<file path="src/sv/tsr_pkg.sv">
package tsr_pkg;

    localparam int unsigned TIME_SCALE = 1000000;
    localparam int TS_W    = $clog2(TIME_SCALE + 1);
    localparam int RATE_W  = 31;
    localparam int MD_W    = RATE_W + TS_W;          // multiplier / divisor width
    localparam int M_LO_W  = (MD_W + 1) / 2;
    localparam int M_HI_W  = MD_W - M_LO_W;
    localparam int X_W     = 64;
    localparam int XH_W    = X_W / 2;
    localparam int PP_W    = XH_W + M_LO_W;
    localparam int PROD_W  = X_W + MD_W;
    localparam int DC_W    = $clog2(PROD_W);
    localparam int QDEPTH  = 2;
    localparam int QPTR_W  = $clog2(QDEPTH);
    localparam int QCNT_W  = $clog2(QDEPTH + 1);
    localparam int ADDR_W  = 5;

    localparam logic [2:0] MODE_S2T     = 3'd0;
    localparam logic [2:0] MODE_T2S     = 3'd1;
    localparam logic [2:0] MODE_RESCALE = 3'd2;
    localparam logic [2:0] MODE_T2F     = 3'd3;
    localparam logic [2:0] MODE_F2T     = 3'd4;

    localparam logic [2:0] REG_SAMPLE_RATE = 3'd0;
    localparam logic [2:0] REG_SCALE_FROM  = 3'd1;
    localparam logic [2:0] REG_SCALE_TO    = 3'd2;
    localparam logic [2:0] REG_FRAME_NUM   = 3'd3;
    localparam logic [2:0] REG_FRAME_DEN   = 3'd4;

    typedef struct packed {
        logic [2:0]     mode;
        logic           ok;
        logic           neg;
        logic [X_W-1:0] mag;
    } t_req;

    typedef struct packed {
        logic [RATE_W-1:0] sample_rate;
        logic [RATE_W-1:0] scale_from;
        logic [RATE_W-1:0] scale_to;
        logic [RATE_W-1:0] frame_num;
        logic [RATE_W-1:0] frame_den;
    } t_cfg;

endpackage

</file>
<file path="src/sv/tsr_front.sv">
module tsr_front import tsr_pkg::*; (
    input  logic           i_clk,
    input  logic           i_rst_n,
    input  logic           i_start,
    input  logic [2:0]     i_mode,
    input  logic [X_W-1:0] i_value_in,
    input  logic           i_pop,
    output logic           o_busy,
    output logic           o_req_valid,
    output t_req           o_req
);

    t_req              r_q [QDEPTH];
    logic [QPTR_W-1:0] r_wr, r_rd;
    logic [QCNT_W-1:0] r_cnt, n_cnt;
    logic              acc, pop;
    t_req              cls;

    assign o_busy      = (r_cnt == QCNT_W'(QDEPTH));
    assign o_req_valid = (r_cnt != '0);
    assign o_req       = r_q[r_rd];
    assign acc         = i_start & ~o_busy;
    assign pop         = i_pop & o_req_valid;

    // Split sign and magnitude up front; flag unused modes.
    always_comb begin
        cls.mode = i_mode;
        cls.ok   = (i_mode <= MODE_F2T);
        cls.neg  = i_value_in[X_W-1];
        cls.mag  = i_value_in[X_W-1] ? (X_W'(0) - i_value_in) : i_value_in;
        n_cnt    = r_cnt + QCNT_W'(acc) - QCNT_W'(pop);
    end

    always_ff @(posedge i_clk) begin
        if (!i_rst_n) begin
            r_wr  <= '0;
            r_rd  <= '0;
            r_cnt <= '0;
        end else begin
            r_cnt <= n_cnt;
            if (acc) r_wr <= r_wr + 1'b1;
            if (pop) r_rd <= r_rd + 1'b1;
        end
    end

    always_ff @(posedge i_clk) begin
        if (acc) r_q[r_wr] <= cls;
    end

endmodule

</file>
<file path="src/sv/tsr_back.sv">
module tsr_back import tsr_pkg::*; (
    input  logic           i_clk,
    input  logic           i_rst_n,
    input  t_cfg           i_cfg,
    input  logic           i_req_valid,
    input  t_req           i_req,
    output logic           o_pop,
    output logic           o_valid,
    output logic [X_W-1:0] o_value_out
);

    typedef enum logic [4:0] {
        S_IDLE = 5'b00001,
        S_PREP = 5'b00010,
        S_SEL  = 5'b00100,
        S_MUL  = 5'b01000,
        S_DIV  = 5'b10000
    } t_state;

    t_state            r_state;
    t_req              r_req;
    logic [MD_W-1:0]   r_den_s, r_m, r_d;
    logic [2:0]        r_k;
    logic [1:0]        r_pk;
    logic [PP_W-1:0]   r_pp;
    logic [PROD_W-1:0] r_acc;
    logic [MD_W-1:0]   r_rem;
    logic [DC_W-1:0]   r_dc;
    logic              r_valid;
    logic [X_W-1:0]    r_out;

    logic [XH_W-1:0]   xa;
    logic [M_LO_W-1:0] ma;
    logic [PROD_W-1:0] pp_sh, acc_sum;
    logic [MD_W:0]     rem_sh, rem_sub;
    logic              ge;
    logic [PROD_W-1:0] acc_div;
    logic [X_W-1:0]    q;

    assign o_pop       = (r_state == S_IDLE) & i_req_valid;
    assign o_valid     = r_valid;
    assign o_value_out = r_out;

    always_comb begin
        xa      = r_k[0] ? r_req.mag[X_W-1:XH_W] : r_req.mag[XH_W-1:0];
        ma      = r_k[1] ? M_LO_W'(r_m[MD_W-1:M_LO_W]) : r_m[M_LO_W-1:0];
        pp_sh   = PROD_W'(r_pp) << ((r_pk[0] ? XH_W : 0) + (r_pk[1] ? M_LO_W : 0));
        acc_sum = r_acc + pp_sh;
        rem_sh  = {r_rem, r_acc[PROD_W-1]};
        ge      = (rem_sh >= {1'b0, r_d});
        rem_sub = ge ? (rem_sh - {1'b0, r_d}) : rem_sh;
        acc_div = {r_acc[PROD_W-2:0], ge};
        q       = acc_div[X_W-1:0];
    end

    always_ff @(posedge i_clk) begin
        if (!i_rst_n) begin
            r_state <= S_IDLE;
            r_valid <= 1'b0;
        end else begin
            r_valid <= 1'b0;
            case (r_state)
                S_IDLE: if (o_pop) r_state <= S_PREP;
                S_PREP: r_state <= S_SEL;
                S_SEL:  r_state <= S_MUL;
                S_MUL:  if (r_k == 3'd4) r_state <= S_DIV;
                S_DIV: begin
                    if (r_dc == DC_W'(PROD_W - 1)) begin
                        r_state <= S_IDLE;
                        r_valid <= 1'b1;
                    end
                end
                default: r_state <= S_IDLE;
            endcase
        end
    end

    always_ff @(posedge i_clk) begin
        case (r_state)
            S_IDLE: if (o_pop) r_req <= i_req;
            S_PREP: r_den_s <= MD_W'(i_cfg.frame_den) * MD_W'(TIME_SCALE);
            S_SEL: begin
                // Pick multiplier and divisor for the requested conversion.
                case (r_req.mode)
                    MODE_S2T: begin
                        r_m <= MD_W'(TIME_SCALE);
                        r_d <= MD_W'(i_cfg.sample_rate);
                    end
                    MODE_T2S: begin
                        r_m <= MD_W'(i_cfg.sample_rate);
                        r_d <= MD_W'(TIME_SCALE);
                    end
                    MODE_RESCALE: begin
                        r_m <= MD_W'(i_cfg.scale_to);
                        r_d <= MD_W'(i_cfg.scale_from);
                    end
                    MODE_T2F: begin
                        r_m <= MD_W'(i_cfg.frame_num);
                        r_d <= r_den_s;
                    end
                    MODE_F2T: begin
                        r_m <= r_den_s;
                        r_d <= MD_W'(i_cfg.frame_num);
                    end
                    default: begin
                        r_m <= MD_W'(1);
                        r_d <= MD_W'(1);
                    end
                endcase
                r_acc <= '0;
                r_k   <= '0;
            end
            S_MUL: begin
                if (r_k != 3'd4) r_pp <= PP_W'(xa * ma);
                if (r_k != 3'd0) r_acc <= acc_sum;
                r_pk  <= r_k[1:0];
                r_k   <= r_k + 3'd1;
                r_rem <= '0;
                r_dc  <= '0;
            end
            S_DIV: begin
                r_acc <= acc_div;
                r_rem <= rem_sub[MD_W-1:0];
                r_dc  <= r_dc + 1'b1;
                if (r_dc == DC_W'(PROD_W - 1)) begin
                    r_out <= !r_req.ok ? '0 : (r_req.neg ? (X_W'(0) - q) : q);
                end
            end
            default: ;
        endcase
    end

endmodule

</file>
<file path="src/sv/timestamp_rate_rescaler_core.sv">
// Timestamp rate rescaler. Raise start with a mode and a signed 64-bit value
// while busy is low and the request is taken at that edge. Each request yields
// exactly one result on o_value_out, shown for one cycle with o_valid high;
// the receiver cannot stall, so capture it in that cycle. Every conversion is
// trunc(x * m / d) wrapped to 64 bits, with m and d picked by mode from the
// rate registers and TIME_SCALE; unused modes (5 to 7) return zero. With the
// back end idle, a request leaves the queue, then passes a setup step for the
// frame denominator scaling, a select step, the multiply (four partial
// products of 32-bit halves of the value, then a final accumulate) and a
// bit-serial divide over the full product width, one quotient bit at a time.
// That divider sets the rate while requests are waiting. A two-entry
// request queue takes new requests while the divider works, so busy rises
// only when two requests are waiting.
// Rate registers sit on the APB port at byte address 4*i; a written zero
// reads back as 1. Write them only while no conversion is in flight.
module timestamp_rate_rescaler_core import tsr_pkg::*; (
    input  logic              i_clk,
    input  logic              i_rst_n,
    input  logic              start,
    output logic              busy,
    input  logic [2:0]        i_mode,
    input  logic signed [63:0] i_value_in,
    output logic              o_valid,
    output logic signed [63:0] o_value_out,
    input  logic              psel,
    input  logic              penable,
    input  logic              pwrite,
    input  logic [ADDR_W-1:0] paddr,
    input  logic [31:0]       pwdata,
    output logic [31:0]       prdata,
    output logic              pready
);

    t_cfg              r_cfg;
    logic              wr_en;
    logic [RATE_W-1:0] wr_val;
    logic [2:0]        idx;
    logic              pop, req_valid;
    t_req              req;
    logic [X_W-1:0]    res;

    assign pready = 1'b1;
    assign idx    = paddr[4:2];
    assign wr_en  = psel & penable & pwrite;
    // Clamp a written zero rate to 1.
    assign wr_val = (pwdata[RATE_W-1:0] == '0) ? RATE_W'(1) : pwdata[RATE_W-1:0];

    always_ff @(posedge i_clk) begin
        if (!i_rst_n) begin
            r_cfg.sample_rate <= RATE_W'(48000);
            r_cfg.scale_from  <= RATE_W'(1000000);
            r_cfg.scale_to    <= RATE_W'(1000000);
            r_cfg.frame_num   <= RATE_W'(30);
            r_cfg.frame_den   <= RATE_W'(1);
        end else if (wr_en) begin
            case (idx)
                REG_SAMPLE_RATE: r_cfg.sample_rate <= wr_val;
                REG_SCALE_FROM:  r_cfg.scale_from  <= wr_val;
                REG_SCALE_TO:    r_cfg.scale_to    <= wr_val;
                REG_FRAME_NUM:   r_cfg.frame_num   <= wr_val;
                REG_FRAME_DEN:   r_cfg.frame_den   <= wr_val;
                default: ;
            endcase
        end
    end

    always_comb begin
        case (idx)
            REG_SAMPLE_RATE: prdata = 32'(r_cfg.sample_rate);
            REG_SCALE_FROM:  prdata = 32'(r_cfg.scale_from);
            REG_SCALE_TO:    prdata = 32'(r_cfg.scale_to);
            REG_FRAME_NUM:   prdata = 32'(r_cfg.frame_num);
            REG_FRAME_DEN:   prdata = 32'(r_cfg.frame_den);
            default:         prdata = '0;
        endcase
    end

    // Front: take requests, split sign/magnitude, queue them.
    tsr_front u_front (
        .i_clk       (i_clk),
        .i_rst_n     (i_rst_n),
        .i_start     (start),
        .i_mode      (i_mode),
        .i_value_in  (i_value_in),
        .i_pop       (pop),
        .o_busy      (busy),
        .o_req_valid (req_valid),
        .o_req       (req)
    );

    // Back: multiply, divide, restore sign, drive the result strobe.
    tsr_back u_back (
        .i_clk       (i_clk),
        .i_rst_n     (i_rst_n),
        .i_cfg       (r_cfg),
        .i_req_valid (req_valid),
        .i_req       (req),
        .o_pop       (pop),
        .o_valid     (o_valid),
        .o_value_out (res)
    );

    assign o_value_out = res;

endmodule

</file>
<file path="config.mk">
export PLATFORM = sky130hd
export DESIGN_NAME = timestamp_rate_rescaler_core
export DESIGN_NICKNAME = d
export VERILOG_FILES = /design/src/sv/tsr_pkg.sv /design/src/sv/tsr_front.sv /design/src/sv/tsr_back.sv /design/src/sv/timestamp_rate_rescaler_core.sv
export SDC_FILE = /design/constraint.sdc
export NUM_CORES = 2
export LEC_CHECK = 0
export ABC_CLOCK_PERIOD_IN_PS = 10800
export BUFFER_PORTS_ARGS = -buffer_cell sky130_fd_sc_hd__buf_2
export CAP_MARGIN = 20
export CORE_AREA = 2 2 408 309
export CTS_CLUSTER_SIZE = 25
export DETAILED_ROUTE_END_ITERATION = 7
export DIE_AREA = 0 0 410 311
export GPL_TIMING_DRIVEN = 1
export PLACE_DENSITY_LB_ADDON = 0.25
export SLEW_MARGIN = 30
export SYNTH_ARGS = -nofsm -noshare
export SYNTH_HDL_FRONTEND = slang
export SYNTH_SLANG_ARGS = --single-unit
</file>
<file path="constraint.sdc">
create_clock -name i_clk -period 10.8 [get_ports i_clk]
set_input_delay 2.16 -clock i_clk [delete_from_list [all_inputs] [get_ports i_clk]]
set_output_delay 2.16 -clock i_clk [all_outputs]
set_load 0.02 [all_outputs]
</file>
==> results <==
- The run finished, with violations left.
- The checks that failed: design-rule violations.
- The xor and xnor fraction of the mapped netlist area is 4.17%.
- The DRC marker count from the first detailed-route iteration is 6876.
- The data required time at the worst endpoint is 11240 ps.
- The total number of vias is 63800.
- The most used flip-flop cell after synthesis is sky130_fd_sc_hd__edfxtp_1.
- The worst slew margin relative to its limit is 27.5%.
- The starting density of the core is 64.5%.
- The worst hold path depth is 2.
- Measured against the total synthesized area, the mux share comes to 3.58%.
- In this run, post-CTS hold repair placed 0 buffers.
- Registers take 22900 sq um.
- In this run the most critical hold path is launched from r_cfg[113]$_SDFFE_PN0P_.
- Clock-pin slew was measured on the worst setup and hold paths at 60 ps.
- The synthesized design contains 654 enable-type register cells.
- The remaining global-route overflow is 0.
- The worst reg2reg path startpoint is u_back.r_k[0]$_SDFFCE_PN0N_.
- Relative to the synthesized area, the layout overhead comes to 6.88%.
- The cell that appears most often on the critical path is sky130_fd_sc_hd__fa_1.
- The total number of placement rows is 112.
- The die boundary width is 410 um.
- Sorting the synthesized cells by how often they occur yields sky130_fd_sc_hd__inv_1 (1141), sky130_fd_sc_hd__nand2_1 (1090), sky130_fd_sc_hd__fa_1 (850).
- The simple-gate portion of the synthesized area is 13.6%.
- The area of the die is 128000 sq um.
- After detailed routing, the average wire length per cell comes to 23.4 um.
- The number of standard cells after synthesis is 8464.
- The multi-input combinational cells in the finished layout cover a total of 51100 sq um.
- The post-CTS setup-driven buffer insertion count is 0.
- The filler cells instantiated in the layout total 9365.
- After synthesis, the largest area contributor takes up 24.7% of total cell area.
- Clock latency on the worst-skew pair, taken at its later pin, is 710 ps.
- The share of post-route cells with drive strength above 1 is 8.09%.
- The share of synthesized flip-flops with an asynchronous set or reset is 0%.
- For flop-to-flop paths, the worst setup slack is 1330 ps.
- Summing the areas of all compound-gate instances in the mapped netlist gives 12.9% of the synthesized area.
- The hold violation count in the final report is 0.
- Post-CTS repair changed the size of 0 cells.
- The via count of the first global-routing pass is 63500.
- The maximum fanout encountered on the critical timing path is 16.
- The unique cell type count in the Yosys netlist is 84.
- The pin slew with the least headroom to its limit is 1060 ps.
- The Yosys warning count is 0.
- The via-per-instance ratio is 6.27.
- The total DRC errors in the routed layout is 1.
- Clock tree synthesis selected as its root buffer the cell sky130_fd_sc_hd__clkbuf_16.
- Each instance of the synthesized netlist takes up on average 9.41 sq um.
- The detail route stage leaves a number of antenna-violating nets equal to 0.
- After synthesis, the largest family of logic cells by area is adder cells.
- For this design the top-level I/O count stands at 209.
- Clock skew on the completed layout was measured at 32.1 ps.
- The endpoint of the worst register-to-register path is u_back.r_pp[54]$_DFFE_PP_.
- The final net count is 9928.
- The HPWL reported at the end of detailed placement is 181000 um.
- Setup repair after global routing left no endpoint under its margin.
- The share of the clock period used by the worst path is 87.7%.
- By area the synthesized netlist is led by sky130_fd_sc_hd__edfxtp_1 (25%), sky130_fd_sc_hd__fa_1 (21%), sky130_fd_sc_hd__ha_1 (8.2%).
- The vertical extent of the die is 311 um.
- For this run, the detailed router's first-pass iteration total came to 8.
- After layout, the minimum clock period comes to 9470 ps.
- The total detailed-routing wirelength is 238000 um.
- The slowest stage cell on the critical path is sky130_fd_sc_hd__edfxtp_1.
- The TritonCTS clock tree is built.
- The share of synthesized area occupied by flip-flops and latches is 28.8%.
- The area of the mapped netlist is 79700 sq um.
- The biggest area consumer among synthesized cells is sky130_fd_sc_hd__edfxtp_1.
- The number of input and output port buffers inserted is 203.
- When the netlist entered floorplanning its net count stood at 9944.
- Setup violations remaining at the end of the flow were counted as 0.
- The first global-routing pass estimated 367000 um of wire.
- After synthesis the netlist holds a flip-flop and latch count of 819.
- The post-route setup TNS is 0 ps.
- The depth of the worst register-to-register path is 28.
- The hold path endpoint is r_cfg[113]$_SDFFE_PN0P_.
- The most instantiated library cell after synthesis is sky130_fd_sc_hd__inv_1.
- The buffer depth of the longest clock path is 3.
- The worst setup path is launched from a flop.
- The number of slew-limit violations in the final report is 0.
- The clock net in this run drives a total of 819 sinks.
- The category of the most critical setup path is reg2reg.
- The floorplan step defined a core boundary enclosing 123000 sq um.
- After Yosys synthesis, full adders, half adders and majority gates account for 29.5% of the synthesized area.
- The critical path capture point type is a flop.
- The overall global routing resource usage is 37.3%.
- The number of antenna violations at the first check in global routing is 12.
- The biggest cell delay along the critical path is 940 ps.
- In this run the number of H-tree levels came out at 3.
- The type of the tightest min-delay check is reg2reg.
- Routability-driven placement finished with a final weighted congestion of 1.04.
- The critical path data arrival time is 9910 ps.
- Counting the buffers created by CTS gives 82.
- Entering global routing, the biggest net connects 107 pins.
- The achievable clock frequency is 0.106 GHz.
- The number of max-cap violations is 0.
cell type report:
cell class | instances | share of cell area (%)
antenna | 5 | 0.0147
clock buffer | 110 | 2.63
clock inverter | 44 | 0.553
inverter | 1145 | 5.05
multi-input combinational | 6074 | 60.0
sequential | 819 | 26.9
tap | 1653 | 2.43
timing repair buffer | 326 | 2.37
critical path, delay by kind of cell, from the launching register on:
| family | cells | cell delay [ps] |
|---|---|---|
| XOR/XNOR | 1 | 100 |
| buffers and inverters | 6 | 990 |
| multiplexers | 1 | 210 |
| flip-flops | 1 | 940 |
| AND/OR/NAND/NOR | 3 | 520 |
| adder cells (fa/ha/maj) | 8 | 3920 |
| AO/OA/AOI/OAI | 9 | 2510 |
state kept, by name, summed over array words and instances, names as in the netlist:
name and count:
u_back.r_pk 2, u_front.r_wr 1, u_back.o_valid 1, u_back.r_den_s 45
u_front.r_rd 1, u_back.r_state 5, u_back.o_value_out 64, u_front.r_q 138
u_back.r_dc 7, u_back.r_req 69, u_back.r_d 51, u_back.r_pp 58
u_front.r_cnt 2, u_back.r_rem 51, u_back.r_k 3, u_back.r_m 51
u_back.r_acc 115, r_cfg 155
per-layer routing:
metal / routed length [um] / global-route usage (%)
met5: 125 / 0
met4: 12100 / 16.5
met2: 102000 / 54.6
met1: 92400 / 50.9
met3: 31500 / 11.9
cells in the final DEF (no fill, tap or decap), types with 115 or more instances in the layout:
cell and instances:
sky130_fd_sc_hd__xnor2_1 281, sky130_fd_sc_hd__and2_1 155, sky130_fd_sc_hd__a21boi_0 138, sky130_fd_sc_hd__a21o_1 156
sky130_fd_sc_hd__buf_2 201, sky130_fd_sc_hd__edfxtp_1 654, sky130_fd_sc_hd__a21oi_1 387, sky130_fd_sc_hd__ha_1 520
sky130_fd_sc_hd__dfxtp_1 164, sky130_fd_sc_hd__buf_4 118, sky130_fd_sc_hd__fa_1 850, sky130_fd_sc_hd__inv_1 1140
sky130_fd_sc_hd__a22oi_1 115, sky130_fd_sc_hd__o21ai_0 323, sky130_fd_sc_hd__nor2_1 737, sky130_fd_sc_hd__mux2_2 153
sky130_fd_sc_hd__nand2_1 1088
cell families (layout without fill, tap and decap cells):
family          Yosys count  after routing
compound gates         1577           1577
xor+xnor                379            379
fa+ha+maj              1370           1370
buf+inv                1571           1625
flops                   819            819
mux                     266            266
other cells               2              7
simple gates           2480           2480
through the flow:
stage               hold WS [ps]  instance area (sq um)  setup WS [ps]  utilization, %  std cells
global placement             466                  82300           1490            66.7      10000
detailed placement           473                  82300           1470            66.7      10000
global route                 505                  85100            803            69.0      10200
floorplan                    452                  79700           2070               -       8464
CTS                          481                  85000           1420            68.9      10200
finish                       483                  85100           1330            69.0      10200
worst max-delay path by stage:
stage	from	end	slack (ps)	cells after the start
3_3_place_gp	u_back.r_k[0]$_SDFFCE_PN0N_	u_back.r_pp[54]$_DFFE_PP_	1490	28
5_1_grt	u_back.r_k[0]$_SDFFCE_PN0N_	u_back.r_pp[54]$_DFFE_PP_	800	28
6_report	u_back.r_k[0]$_SDFFCE_PN0N_	u_back.r_pp[54]$_DFFE_PP_	1330	28
2_1_floorplan	u_back.r_k[0]$_SDFFCE_PN0N_	u_back.r_pp[54]$_DFFE_PP_	2070	31
4_1_cts	u_back.r_k[0]$_SDFFCE_PN0N_	u_back.r_pp[54]$_DFFE_PP_	1420	28
3_5_place_dp	u_back.r_k[0]$_SDFFCE_PN0N_	u_back.r_pp[54]$_DFFE_PP_	1470	28
Power is left out: the tool's default activity adds up to more than one toggle a clock period on the data nets, which glitch-free logic cannot reach.
